`config.mk`:
```
export PLATFORM = sky130hd
export DESIGN_NAME = mqtt_receive_packet_parser_flat
export DESIGN_NICKNAME = d
export VERILOG_FILES = /design/src/rtl/mrp_pkg.sv /design/src/rtl/mrp_req_if.sv /design/src/rtl/mrp_rsp_if.sv /design/src/rtl/mqtt_receive_packet_parser.sv /design/src/flat_wrapper.sv
export SDC_FILE = /design/constraint.sdc
export NUM_CORES = 1
export LEC_CHECK = 0
export BUFFER_PORTS_ARGS = -buffer_cell sky130_fd_sc_hd__buf_2
export CAP_MARGIN = 20
export CORE_UTILIZATION = 45
export DETAILED_ROUTE_END_ITERATION = 10
export SETUP_SLACK_MARGIN = 0.02
export SLEW_MARGIN = 20
export SYNTH_ARGS = -nofsm -noshare
export SYNTH_HDL_FRONTEND = slang
export SYNTH_SLANG_ARGS = --single-unit
```
`constraint.sdc`:
```
create_clock -name clock -period 10.8 [get_ports clock]
set_input_delay 1.62 -clock clock [delete_from_list [all_inputs] [get_ports clock]]
set_output_delay 1.62 -clock clock [all_outputs]
set_load 0.005 [all_outputs]
```
`src/rtl/mrp_pkg.sv`:
```
package mrp_pkg;

   localparam int unsigned TOPIC_MAX_DEF   = 63;
   localparam int unsigned PAYLOAD_MAX_DEF = 127;

   typedef enum logic [7:0] {
      PH_HEADER  = 8'b0000_0001,
      PH_OTHER   = 8'b0000_0010,
      PH_VARINT  = 8'b0000_0100,
      PH_TLEN    = 8'b0000_1000,
      PH_TOPIC   = 8'b0001_0000,
      PH_IDENT   = 8'b0010_0000,
      PH_PAYLOAD = 8'b0100_0000,
      PH_DRAIN   = 8'b1000_0000
   } phase_type;

   localparam logic [1:0] KIND_TOPIC   = 2'd0;
   localparam logic [1:0] KIND_PAYLOAD = 2'd1;
   localparam logic [1:0] KIND_SUMMARY = 2'd2;

   localparam logic [3:0] PT_CONNACK  = 4'd2;
   localparam logic [3:0] PT_PUBLISH  = 4'd3;
   localparam logic [3:0] PT_PUBACK   = 4'd4;
   localparam logic [3:0] PT_SUBACK   = 4'd9;
   localparam logic [3:0] PT_UNSUBACK = 4'd11;
   localparam logic [3:0] PT_PINGRESP = 4'd13;

   localparam logic [3:0] EV_SHORT         = 4'd0;
   localparam logic [3:0] EV_TRUNCATED     = 4'd1;
   localparam logic [3:0] EV_PUBLISH       = 4'd2;
   localparam logic [3:0] EV_ACCEPTED      = 4'd3;
   localparam logic [3:0] EV_REFUSED       = 4'd4;
   localparam logic [3:0] EV_CONNACK_SHORT = 4'd5;
   localparam logic [3:0] EV_PUBACK        = 4'd6;
   localparam logic [3:0] EV_SUBACK_OK     = 4'd7;
   localparam logic [3:0] EV_SUBACK_FAIL   = 4'd8;
   localparam logic [3:0] EV_SUBACK_NOCODE = 4'd9;
   localparam logic [3:0] EV_UNSUBACK      = 4'd10;
   localparam logic [3:0] EV_PINGRESP      = 4'd11;
   localparam logic [3:0] EV_UNKNOWN       = 4'd12;

   localparam logic [7:0] SUBACK_MAX_OK = 8'd2;

   typedef struct packed {
      logic [3:0]  packet_type;
      logic [3:0]  event_code;
      logic [7:0]  reply_code;
      logic [1:0]  qos_level;
      logic [15:0] packet_ident;
      logic        ack_needed;
      logic [27:0] remaining_len;
      logic [15:0] topic_len;
      logic        session_up;
   } summary_type;

   // one queue entry: the data item and/or the summary caused by one byte
   typedef struct packed {
      logic        has_data;
      logic [1:0]  data_kind;
      logic [7:0]  data_byte;
      logic        has_sum;
      summary_type sum;
   } entry_type;

endpackage

```
`src/rtl/mrp_req_if.sv`:
```
interface mrp_req_if;
   logic       valid;
   logic       ready;
   logic [7:0] segment_byte;
   logic       segment_end;

   modport source (output valid, output segment_byte, output segment_end, input ready);
   modport sink (input valid, input segment_byte, input segment_end, output ready);
endinterface

```
`src/rtl/mrp_rsp_if.sv`:
```
interface mrp_rsp_if;
   logic        valid;
   logic        ready;
   logic [1:0]  result_kind;
   logic [7:0]  byte_out;
   logic [3:0]  packet_type;
   logic [3:0]  event_code;
   logic [7:0]  reply_code;
   logic [1:0]  qos_level;
   logic [15:0] packet_ident;
   logic        ack_needed;
   logic [27:0] remaining_len;
   logic [15:0] topic_len;
   logic        session_up;
   logic        run_last;

   modport source (output valid, output result_kind, output byte_out, output packet_type,
                   output event_code, output reply_code, output qos_level,
                   output packet_ident, output ack_needed, output remaining_len,
                   output topic_len, output session_up, output run_last, input ready);
   modport sink (input valid, input result_kind, input byte_out, input packet_type,
                 input event_code, input reply_code, input qos_level,
                 input packet_ident, input ack_needed, input remaining_len,
                 input topic_len, input session_up, input run_last, output ready);
endinterface

```
`src/rtl/mqtt_receive_packet_parser.sv`:
```
// MQTT 3.1.1 receive parser, one packet at the start of each TCP segment.
// req channel: one segment byte per item, segment_end set on the last byte.
// rsp channel: topic bytes (kind 0), payload bytes (kind 1) and one summary
// (kind 2) per segment; run_last marks the last item caused by a byte.
// Items caused by a byte are registered in the output queue when the byte is
// accepted. Throughput: one byte per cycle while req.ready is high; the final
// byte of a segment may cause a data item plus the summary, shown as two rsp
// items. Each byte is parsed combinationally against the phase registers and
// the result is written to a two-entry output queue, so req keeps flowing
// while rsp is stalled until both entries hold results; then req.ready drops.
// Reset (synchronous) clears the parser to the header phase, clears the
// connected flag and empties the queue.
// TOPIC_MAX caps streamed topic bytes (extra bytes are parsed as the fields
// that follow); PAYLOAD_MAX caps payload bytes (extra bytes are dropped).
module mqtt_receive_packet_parser
   import mrp_pkg::*;
#(
   parameter int unsigned TOPIC_MAX   = TOPIC_MAX_DEF,
   parameter int unsigned PAYLOAD_MAX = PAYLOAD_MAX_DEF
) (
   input logic        clock,
   input logic        reset,
   mrp_req_if.sink    req,
   mrp_rsp_if.source  rsp
);

   localparam int unsigned TW = $clog2(TOPIC_MAX + 1);
   localparam int unsigned PW = $clog2(PAYLOAD_MAX + 1);
   localparam logic [TW-1:0] TOPIC_LIM = TW'(TOPIC_MAX);
   localparam logic [PW-1:0] PAY_LIM   = PW'(PAYLOAD_MAX);

   // parser state
   phase_type      phase_ff, phase_in;
   logic [15:0]    bidx_ff, bidx_in;
   logic [7:0]     first_ff, first_in;
   logic [27:0]    accum_ff, accum_in;
   logic [2:0]     vcnt_ff, vcnt_in;
   logic [15:0]    tlen_ff, tlen_in;
   logic [TW-1:0]  ttaken_ff, ttaken_in;
   logic [15:0]    ident_ff, ident_in;
   logic           half_ff, half_in;
   logic [PW-1:0]  ptaken_ff, ptaken_in;
   logic [7:0]     code_ff, code_in;
   logic           conn_ff, conn_in;

   // output queue
   entry_type      fifo_mem [2];
   logic           wr_ptr_ff, rd_ptr_ff, sub_ff;
   logic [1:0]     cnt_ff;

   logic           accept, push, pop_item, pop_entry, show_data;
   logic           data_vld, take_pay;
   logic [1:0]     data_kind;
   logic [3:0]     ptype;
   phase_type      leave_phase;
   summary_type    sum;
   entry_type      new_entry, head;

   assign accept      = req.valid && req.ready;
   assign req.ready   = (cnt_ff != 2'd2);
   assign leave_phase = (first_ff[2:1] != 2'd0) ? PH_IDENT : PH_PAYLOAD;

   always_comb begin
      phase_in  = phase_ff;
      bidx_in   = (bidx_ff != 16'hFFFF) ? bidx_ff + 16'd1 : bidx_ff;
      first_in  = first_ff;
      accum_in  = accum_ff;
      vcnt_in   = vcnt_ff;
      tlen_in   = tlen_ff;
      ttaken_in = ttaken_ff;
      ident_in  = ident_ff;
      half_in   = half_ff;
      ptaken_in = ptaken_ff;
      code_in   = code_ff;
      data_vld  = 1'b0;
      data_kind = KIND_TOPIC;
      take_pay  = 1'b0;

      unique case (phase_ff)
         PH_HEADER: begin
            first_in = req.segment_byte;
            phase_in = (req.segment_byte[7:4] == PT_PUBLISH) ? PH_VARINT : PH_OTHER;
         end
         PH_OTHER: begin
            if ((first_ff[7:4] == PT_CONNACK && bidx_ff == 16'd3) ||
                (first_ff[7:4] == PT_SUBACK && bidx_ff == 16'd4)) begin
               code_in = req.segment_byte;
            end
         end
         PH_VARINT: begin
            // bytes after the fourth are consumed but not accumulated
            if (vcnt_ff < 3'd4) begin
               case (vcnt_ff[1:0])
                  2'd0: accum_in[6:0]   = accum_ff[6:0]   | req.segment_byte[6:0];
                  2'd1: accum_in[13:7]  = accum_ff[13:7]  | req.segment_byte[6:0];
                  2'd2: accum_in[20:14] = accum_ff[20:14] | req.segment_byte[6:0];
                  default: accum_in[27:21] = accum_ff[27:21] | req.segment_byte[6:0];
               endcase
               vcnt_in = vcnt_ff + 3'd1;
            end
            if (!req.segment_byte[7]) begin
               phase_in = PH_TLEN;
            end
         end
         PH_TLEN: begin
            if (!half_ff) begin
               tlen_in = {req.segment_byte, 8'h00};
               half_in = 1'b1;
            end else begin
               tlen_in  = tlen_ff | {8'h00, req.segment_byte};
               half_in  = 1'b0;
               phase_in = (tlen_in == 16'd0) ? leave_phase : PH_TOPIC;
            end
         end
         PH_TOPIC: begin
            data_vld  = 1'b1;
            data_kind = KIND_TOPIC;
            ttaken_in = ttaken_ff + TW'(1);
            if (16'(ttaken_in) >= tlen_ff || ttaken_in >= TOPIC_LIM) begin
               phase_in = leave_phase;
            end
         end
         PH_IDENT: begin
            if (!half_ff) begin
               // lone byte where the id would be is payload
               if (req.segment_end) begin
                  take_pay = 1'b1;
               end else begin
                  ident_in = {req.segment_byte, 8'h00};
                  half_in  = 1'b1;
               end
            end else begin
               ident_in = ident_ff | {8'h00, req.segment_byte};
               half_in  = 1'b0;
               phase_in = PH_PAYLOAD;
            end
         end
         PH_PAYLOAD: take_pay = 1'b1;
         PH_DRAIN: ;
         default: ;
      endcase

      if (take_pay) begin
         if (ptaken_ff < PAY_LIM) begin
            data_vld  = 1'b1;
            data_kind = KIND_PAYLOAD;
            ptaken_in = ptaken_ff + PW'(1);
         end
         if (ptaken_in >= PAY_LIM) begin
            phase_in = PH_DRAIN;
         end
      end
   end

   // end-of-segment summary from the updated state
   always_comb begin
      ptype   = first_in[7:4];
      conn_in = conn_ff;
      sum     = '0;
      sum.packet_type = ptype;
      if (bidx_in < 16'd2) begin
         sum.event_code = EV_SHORT;
      end else if (ptype == PT_PUBLISH) begin
         sum.qos_level     = first_in[2:1];
         sum.remaining_len = accum_in;
         if (phase_in == PH_VARINT || phase_in == PH_TLEN) begin
            sum.event_code = EV_TRUNCATED;
         end else begin
            sum.event_code   = EV_PUBLISH;
            sum.topic_len    = tlen_in;
            sum.packet_ident = ident_in;
            sum.ack_needed   = (first_in[2:1] == 2'd1) && (ident_in != 16'd0);
         end
      end else if (ptype == PT_CONNACK) begin
         if (bidx_in >= 16'd4) begin
            sum.reply_code = code_in;
            sum.event_code = (code_in == 8'd0) ? EV_ACCEPTED : EV_REFUSED;
            conn_in        = (code_in == 8'd0);
         end else begin
            sum.event_code = EV_CONNACK_SHORT;
         end
      end else if (ptype == PT_PUBACK) begin
         sum.event_code = EV_PUBACK;
      end else if (ptype == PT_SUBACK) begin
         if (bidx_in >= 16'd5) begin
            sum.reply_code = code_in;
            sum.event_code = (code_in <= SUBACK_MAX_OK) ? EV_SUBACK_OK : EV_SUBACK_FAIL;
         end else begin
            sum.event_code = EV_SUBACK_NOCODE;
         end
      end else if (ptype == PT_UNSUBACK) begin
         sum.event_code = EV_UNSUBACK;
      end else if (ptype == PT_PINGRESP) begin
         sum.event_code = EV_PINGRESP;
      end else begin
         sum.event_code = EV_UNKNOWN;
      end
      sum.session_up = conn_in;
   end

   always_comb begin
      new_entry           = '0;
      new_entry.has_data  = data_vld;
      new_entry.data_kind = data_kind;
      new_entry.data_byte = req.segment_byte;
      new_entry.has_sum   = req.segment_end;
      new_entry.sum       = sum;
   end

   assign push = accept && (data_vld || req.segment_end);

   always_ff @(posedge clock) begin
      if (reset) begin
         phase_ff  <= PH_HEADER;
         bidx_ff   <= '0;
         first_ff  <= '0;
         accum_ff  <= '0;
         vcnt_ff   <= '0;
         tlen_ff   <= '0;
         ttaken_ff <= '0;
         ident_ff  <= '0;
         half_ff   <= 1'b0;
         ptaken_ff <= '0;
         code_ff   <= '0;
         conn_ff   <= 1'b0;
      end else if (accept) begin
         if (req.segment_end) begin
            phase_ff  <= PH_HEADER;
            bidx_ff   <= '0;
            first_ff  <= '0;
            accum_ff  <= '0;
            vcnt_ff   <= '0;
            tlen_ff   <= '0;
            ttaken_ff <= '0;
            ident_ff  <= '0;
            half_ff   <= 1'b0;
            ptaken_ff <= '0;
            code_ff   <= '0;
            conn_ff   <= conn_in;
         end else begin
            phase_ff  <= phase_in;
            bidx_ff   <= bidx_in;
            first_ff  <= first_in;
            accum_ff  <= accum_in;
            vcnt_ff   <= vcnt_in;
            tlen_ff   <= tlen_in;
            ttaken_ff <= ttaken_in;
            ident_ff  <= ident_in;
            half_ff   <= half_in;
            ptaken_ff <= ptaken_in;
            code_ff   <= code_in;
         end
      end
   end

   // output queue; an entry with both items shows the data item first
   assign head      = fifo_mem[rd_ptr_ff];
   assign show_data = head.has_data && !sub_ff;
   assign rsp.valid = (cnt_ff != 2'd0);
   assign pop_item  = rsp.valid && rsp.ready;
   assign pop_entry = pop_item && !(show_data && head.has_sum);

   always_ff @(posedge clock) begin
      if (push) begin
         fifo_mem[wr_ptr_ff] <= new_entry;
      end
   end

   always_ff @(posedge clock) begin
      if (reset) begin
         wr_ptr_ff <= 1'b0;
         rd_ptr_ff <= 1'b0;
         cnt_ff    <= 2'd0;
         sub_ff    <= 1'b0;
      end else begin
         if (push) begin
            wr_ptr_ff <= !wr_ptr_ff;
         end
         if (pop_entry) begin
            rd_ptr_ff <= !rd_ptr_ff;
         end
         if (pop_item) begin
            sub_ff <= !pop_entry;
         end
         cnt_ff <= cnt_ff + {1'b0, push} - {1'b0, pop_entry};
      end
   end

   always_comb begin
      rsp.result_kind   = KIND_SUMMARY;
      rsp.byte_out      = 8'd0;
      rsp.packet_type   = head.sum.packet_type;
      rsp.event_code    = head.sum.event_code;
      rsp.reply_code    = head.sum.reply_code;
      rsp.qos_level     = head.sum.qos_level;
      rsp.packet_ident  = head.sum.packet_ident;
      rsp.ack_needed    = head.sum.ack_needed;
      rsp.remaining_len = head.sum.remaining_len;
      rsp.topic_len     = head.sum.topic_len;
      rsp.session_up    = head.sum.session_up;
      rsp.run_last      = 1'b1;
      if (show_data) begin
         rsp.result_kind   = head.data_kind;
         rsp.byte_out      = head.data_byte;
         rsp.packet_type   = 4'd0;
         rsp.event_code    = 4'd0;
         rsp.reply_code    = 8'd0;
         rsp.qos_level     = 2'd0;
         rsp.packet_ident  = 16'd0;
         rsp.ack_needed    = 1'b0;
         rsp.remaining_len = 28'd0;
         rsp.topic_len     = 16'd0;
         rsp.session_up    = 1'b0;
         rsp.run_last      = !head.has_sum;
      end
   end

   a_cnt_range: assert property (@(posedge clock) disable iff (reset)
      cnt_ff != 2'd3)
      else $error("output queue count out of range");

   a_sum_last: assert property (@(posedge clock) disable iff (reset)
      rsp.valid && rsp.result_kind == KIND_SUMMARY |-> rsp.run_last)
      else $error("summary item without run_last");

   a_data_then_sum: assert property (@(posedge clock) disable iff (reset)
      rsp.valid && rsp.ready && rsp.result_kind != KIND_SUMMARY && !rsp.run_last
      |=> rsp.valid && rsp.result_kind == KIND_SUMMARY)
      else $error("data item not followed by its summary");

   a_data_clean: assert property (@(posedge clock) disable iff (reset)
      rsp.valid && rsp.result_kind != KIND_SUMMARY
      |-> rsp.event_code == 4'd0 && rsp.packet_ident == 16'd0 && !rsp.session_up)
      else $error("data item carries summary fields");

endmodule
```
`src/flat_wrapper.sv`:
```
// flat-port wrapper written by rule: the top's interface ports become plain ports
module mqtt_receive_packet_parser_flat import mrp_pkg::*;
#(
   parameter int unsigned TOPIC_MAX   = TOPIC_MAX_DEF,
   parameter int unsigned PAYLOAD_MAX = PAYLOAD_MAX_DEF
)
  (clock, reset, req_valid, req_segment_byte, req_segment_end, req_ready, rsp_valid, rsp_result_kind, rsp_byte_out, rsp_packet_type, rsp_event_code, rsp_reply_code, rsp_qos_level, rsp_packet_ident, rsp_ack_needed, rsp_remaining_len, rsp_topic_len, rsp_session_up, rsp_run_last, rsp_ready);
  mrp_req_if req_i ();
  mrp_rsp_if rsp_i ();
  input logic clock;
  input logic reset;
  input wire logic [$bits(req_i.valid)-1:0] req_valid;
  input wire logic [$bits(req_i.segment_byte)-1:0] req_segment_byte;
  input wire logic [$bits(req_i.segment_end)-1:0] req_segment_end;
  output wire logic [$bits(req_i.ready)-1:0] req_ready;
  output wire logic [$bits(rsp_i.valid)-1:0] rsp_valid;
  output wire logic [$bits(rsp_i.result_kind)-1:0] rsp_result_kind;
  output wire logic [$bits(rsp_i.byte_out)-1:0] rsp_byte_out;
  output wire logic [$bits(rsp_i.packet_type)-1:0] rsp_packet_type;
  output wire logic [$bits(rsp_i.event_code)-1:0] rsp_event_code;
  output wire logic [$bits(rsp_i.reply_code)-1:0] rsp_reply_code;
  output wire logic [$bits(rsp_i.qos_level)-1:0] rsp_qos_level;
  output wire logic [$bits(rsp_i.packet_ident)-1:0] rsp_packet_ident;
  output wire logic [$bits(rsp_i.ack_needed)-1:0] rsp_ack_needed;
  output wire logic [$bits(rsp_i.remaining_len)-1:0] rsp_remaining_len;
  output wire logic [$bits(rsp_i.topic_len)-1:0] rsp_topic_len;
  output wire logic [$bits(rsp_i.session_up)-1:0] rsp_session_up;
  output wire logic [$bits(rsp_i.run_last)-1:0] rsp_run_last;
  input wire logic [$bits(rsp_i.ready)-1:0] rsp_ready;
  assign req_i.valid = req_valid;
  assign req_i.segment_byte = req_segment_byte;
  assign req_i.segment_end = req_segment_end;
  assign req_ready = req_i.ready;
  assign rsp_valid = rsp_i.valid;
  assign rsp_result_kind = rsp_i.result_kind;
  assign rsp_byte_out = rsp_i.byte_out;
  assign rsp_packet_type = rsp_i.packet_type;
  assign rsp_event_code = rsp_i.event_code;
  assign rsp_reply_code = rsp_i.reply_code;
  assign rsp_qos_level = rsp_i.qos_level;
  assign rsp_packet_ident = rsp_i.packet_ident;
  assign rsp_ack_needed = rsp_i.ack_needed;
  assign rsp_remaining_len = rsp_i.remaining_len;
  assign rsp_topic_len = rsp_i.topic_len;
  assign rsp_session_up = rsp_i.session_up;
  assign rsp_run_last = rsp_i.run_last;
  assign rsp_i.ready = rsp_ready;
  mqtt_receive_packet_parser #(.TOPIC_MAX(TOPIC_MAX), .PAYLOAD_MAX(PAYLOAD_MAX)) u_core (.clock(clock), .reset(reset), .req(req_i), .rsp(rsp_i));
endmodule
```
* After elaboration in Yosys (flattened, before gate mapping)
Memories as Yosys holds them, arrays and structs flattened. A register that Yosys moved wholly into a read port is not among the register bits.
Index checks and enable logic that the tools add are counted.
** Word-level totals
- Flip-flop bits (word level) :: 121
- RAM bits :: 184
- Input port bits :: 13
- Output and inout bits :: 93
- Word-level logic and storage cells :: 193
- Memories kept :: 1
** Cells by class
- Add/sub/neg operators :: 6
- $lt $le $gt $ge :: 9
- Equal/unequal tests :: 25
- Multiplexer cells :: 93
- Bitwise gates (word level) :: 6
- Reductions and logical operators :: 37
** Memories
- u_core.fifo_mem :: words 2, width 92, read ports 1, clocked after memory_dff 1, write ports 1, RTL line mqtt_receive_packet_parser.sv:47 : entry_type fifo_mem [2];
** Operator list (count)
- $mux 16 :: 12
- $mux 8 :: 20
- $mux 28 :: 4
- $mux 71 :: 1
- $mux 63 :: 1
- $mux 7 :: 9
- $pmux 8 s5 :: 1
- $mux 4 :: 9
- $ge 16x3->1 const B :: 2
- $or 16x8->16 :: 2
- $or 7x7->7 :: 4
- $mux 3 :: 7
- $mux 1 :: 20
- $mux 17 :: 1
- $add 16x1->16 const B :: 1
- $eq 16x2->1 const B :: 1
- $eq 16x3->1 const B :: 1
- $eq 4x2->1 const B :: 4
- $eq 4x4->1 const B :: 4
- $eq 8x3->1 const B :: 2
- $eq 8x4->1 const B :: 2
- $ge 6x16->1 :: 1
- $logic_not 16->1 :: 1
- $lt 16x2->1 const B :: 1
- 35 further kinds :: 65

* Depth between registers and ports, before layout
- Depth in word-level cells :: 13
- Mapped depth :: 14
- Gate-level depth less buffers :: 12

* Worst setup path before layout
Ideal clock, no wire load.
- Path kind :: input-to-reg
- From :: input port req_valid
- To :: memory u_core.fifo_mem[0][0] (netlist name) (enable)
- Library setup time :: 652 ps
- Arrival :: 8364 ps
- Required time :: 10148 ps
- Path slack :: 1784 ps
- Stages :: 4
- Buffers on the path :: 2
- Path through :: nand2_1 -> clkbuf_1 -> buf_1 -> nor3_1
** On the way
- Word-level cells in the longest chain between the ends :: 4
** RTL lines
- start: declaration :: RTL line flat_wrapper.sv:12 : input wire logic [$bits(req_i.valid)-1:0] req_valid;
- $logic_and 1x1->1 :: RTL line mqtt_receive_packet_parser.sv:59 : assign accept = req.valid && req.ready;
- $logic_and 1x1->1 :: RTL line mqtt_receive_packet_parser.sv:210 : assign push = accept && (data_vld || req.segment_end);
- $mux 1 :: RTL line mqtt_receive_packet_parser.sv:264 : if (push) begin
- $mux 1 (implied by the code) :: RTL line mqtt_receive_packet_parser.sv:265 : fifo_mem[wr_ptr_ff] <= new_entry;
- end: declaration :: RTL line mqtt_receive_packet_parser.sv:47
No other way between the ends.

==> impl_metrics.csv <==
group,metric,value,unit
setup_path,startpoint_type,"register",
power_and_ir_drop,p_total,3.07,mW
placement,portBuffers,105,
hold_path,hold_start,"u_core.accum_ff[5]$_SDFFE_PP0P_",
floorplanning,die_h,179,um
final_layout,multiInputGateArea,5740,um2
power_and_ir_drop,p_clk_frac,0.363,
placement,dp_hpwl,22400,um
synthesis,syn_area_per_cell,10.1,um2
route,drc,18,
synthesis,synth_nets,1435,
route,vias,10800,
synthesis,synth_edf_count,182,
power_and_ir_drop,ir_worst_vdd,0.110,mV
final_layout,drive_above_1_share,0.134,
power_and_ir_drop,p_per_area,192,nW/um2
synthesis,ys_ff_latch,304,
global_route,grt_pass1_wl,56100,um
timing,worstMarginPinSlew,929,ps
clock_network,cts_resized,0,
floorplanning,rows,64,
synthesis,syn_inst,1405,
floorplanning,coreArea,30800,um2
clock_network,cts_setup_buffers,0,
global_route,grt_usage,0.217,
synthesis,synth_common_cells,"nor2_1 (294), edfxtp_1 (182), dfxtp_1 (122)",
final_layout,area_delta_synth_final,12.7,%
power_and_ir_drop,intPower,2.20,mW
synthesis,async_reset_ff_frac,0,
clock_network,clockBufferDepth,3,
setup_path,worstSetupPathType,"register to output pin",
synthesis,synth_flop_cell,"edfxtp_1",
run_status,violations,"DRC",
route,drt-initial-drc-count,897,
route,first_pass_iters,8,
synthesis,synth_top_area_cell,"edfxtp_1",
setup_path,cp_data_arrival_time,2870,ps
floorplanning,fp.dieW,179,um
final_layout,n_fill_cell,2794,
synthesis,synth.distinct_cells,70,
route,vias_per_cell,5.77,
floorplanning,die-area,32200,um2
route,finalWirelength,35300,um
timing,finalMaxSlewViolations,0,
route,ant_nets,0,
clock_network,htreeDepth,2,
synthesis,yosysMostFrequentCell,"nor2_1",
timing,tns,0,ps
setup_path,path_buf_inv,2,
synthesis,synth.top_cell.area_share,0.386,
global_route,overflow,0,
timing,setup_viol,0,
final_layout,nets,1479,
power_and_ir_drop,combPwrFrac,0.197,
power_and_ir_drop,seqPwrFrac,0.440,
clock_network,cts-hold-fix-buffers,0,
setup_path,end_kind,"output pin",
route,post_drt_wl_per_cell,18.9,um
timing,finalHoldViolations,0,
timing,skew,19.8,ps
timing,rsz0062_at_grt,"false",
final_layout,seq_area,7910,um2
power_and_ir_drop,leakagePower,5.52,nW
placement,dp_slack,6010,ps
run_status,status,"finished with violations",
job,maxCapViolations,0,
timing,fmax,223,MHz
power_and_ir_drop,swShare,0.284,
synthesis,synth_top_cells_by_area,"edfxtp_1 (39%), dfxtp_1 (17%), nor2_1 (7.8%)",
floorplanning,initial_core_util,0.460,
setup_path,cp_slowest_cell,"buf_4",
clock_network,cts_root_buf,"clkbuf_16",
placement,routabilityCongestion,0.854,
clock_network,cts_tree,"done",
clock_network,clk_pin_slew_worst_paths,50,ps
setup_path,required,9180,ps
timing,finalCriticalPeriod,4490,ps
setup_path,r2r_start,"u_core.bidx_ff[1]$_SDFFE_PP0P_",
synthesis,yosysSeqAreaShare,0.558,
hold_path,hold_path.class,"register to register",
synthesis,synth_area,14200,um2
clock_network,clkLatencyLatePin,520,ps
clock_network,cts_buffers,34,
global_route,grt_pass1_vias,10100,
setup_path,worstPathMaxFanout,53,
setup_path,critPathMaxStageDelay,850,ps
setup_path,cpLargestDelayFamily,"buffers and inverters",
timing,setup_slack,6310,ps
power_and_ir_drop,netSwitchingPower,873,uW
setup_path,crit_chain,"buf_4, mux2i_1, nor2_1, buf_2",
global_route,grt_max_degree,81,
synthesis,yosysWarnings,0,
clock_network,cts_sinks,304,
global_route,antenna_found_initial,0,
timing,max_slew_margin,0.381,
floorplanning,io_pins,106,
final_layout,diodes,0,
timing,min_period_over_period,0.416,
## path summary, 6_finish.rpt
check                                                        to  slack [ps]  depth (start not counted)
worst min register to register  u_core.accum_ff[5]$_SDFFE_PP0P_         470                          2
worst min-delay path            u_core.accum_ff[5]$_SDFFE_PP0P_         470                          2
worst max register to register  u_core.fifo_mem[0][8]$_DFFE_PP_        6660                         11
worst max-delay path                           rsp_topic_len[2]        6310                          4
## flip-flops by register name, indices dropped and copies added, names as in the netlist, named ones only
| signal | cells |
|---|---|
| u_core.half_ff | 1 |
| u_core.vcnt_ff | 3 |
| u_core.sub_ff | 1 |
| u_core.ttaken_ff | 6 |
| u_core.accum_ff | 28 |
| u_core.phase_ff | 8 |
| u_core.bidx_ff | 16 |
| u_core.rd_ptr_ff | 1 |
| u_core.wr_ptr_ff | 1 |
| u_core.conn_ff | 1 |
| u_core.fifo_mem | 182 |
| u_core.first_ff | 6 |
| u_core.ptaken_ff | 7 |
| u_core.cnt_ff | 2 |
| u_core.tlen_ff | 16 |
| u_core.code_ff | 8 |
| u_core.ident_ff | 16 |
## metrics by stage
step	instance area [um2]	hold slack, ps	cells	util
floorplan	14200	437	1405	-
global placement	14900	447	1809	0.483
detailed placement	14900	454	1809	0.483
CTS	16000	468	1871	0.518
global route	16000	488	1871	0.518
finish	16000	466	1871	0.518
## layout make-up
| class | instances | share of cell area |
|---|---|---|
| clock inverters | 10 | 0.00580 |
| clock buffers | 52 | 0.0626 |
| inverters | 25 | 0.00587 |
| multi-input cells | 964 | 0.360 |
| repair buffers | 120 | 0.0399 |
| flip-flops and latches | 304 | 0.495 |
| well taps | 396 | 0.0310 |
## power groups by stage
stage                     registers (mW)  logic (mW)  clock network [mW]
after floorplan                     1.35       0.412                   0
after global placement              1.38       0.609                   0
after detailed placement            1.38       0.609                   0
after CTS                           1.35       0.613                1.14
after global routing                1.36       0.666                1.18
final                               1.35       0.605                1.11
## layer usage
| layer | wire length [um] | part of all wire | vias to the layer above | GRT usage |
|---|---|---|---|---|
| met5 | 0 | 0 | - | 0 |
| met4 | 1050 | 0.030 | 0 | 0.0797 |
| met1 | 15700 | 0.44 | 5235 | 0.291 |
| met2 | 16700 | 0.47 | 344 | 0.361 |
| li1 | - | - | 5158 | - |
| met3 | 1860 | 0.053 | 60 | 0.0282 |
## placed cells by master (no fill, tap or decap), drive strengths merged, types with 32 or more instances in the layout
cell and count:
a22oi 44, buf 120, a31oi 41, nor2 294
clkbuf 52, nor3 34, a21oi 115, nand2 76
o21ai 32, mux2i 109, dfxtp 122, edfxtp 182
## cell families (layout without fill, tap and decap cells)
| logic type | after synthesis | after routing | synth area share |
|---|---|---|---|
| xor gates and xnor gates | 16 | 16 | 0.00989 |
| buffers and inverters | 137 | 207 | 0.0395 |
| and+or+nand+nor | 540 | 540 | 0.177 |
| AOI/OAI and AO/OA | 279 | 279 | 0.121 |
| DFF | 304 | 304 | 0.558 |
| muxes | 112 | 112 | 0.0794 |
| adders and majority gates | 17 | 17 | 0.0150 |
## worst min-delay path, delay by kind of cell (launching register included)
kind	cells	cell delay (ps)
AOI/OAI and AO/OA	1	40
DFF	1	320
and+or+nand+nor	1	70
(Power assumes the default switching activity.)
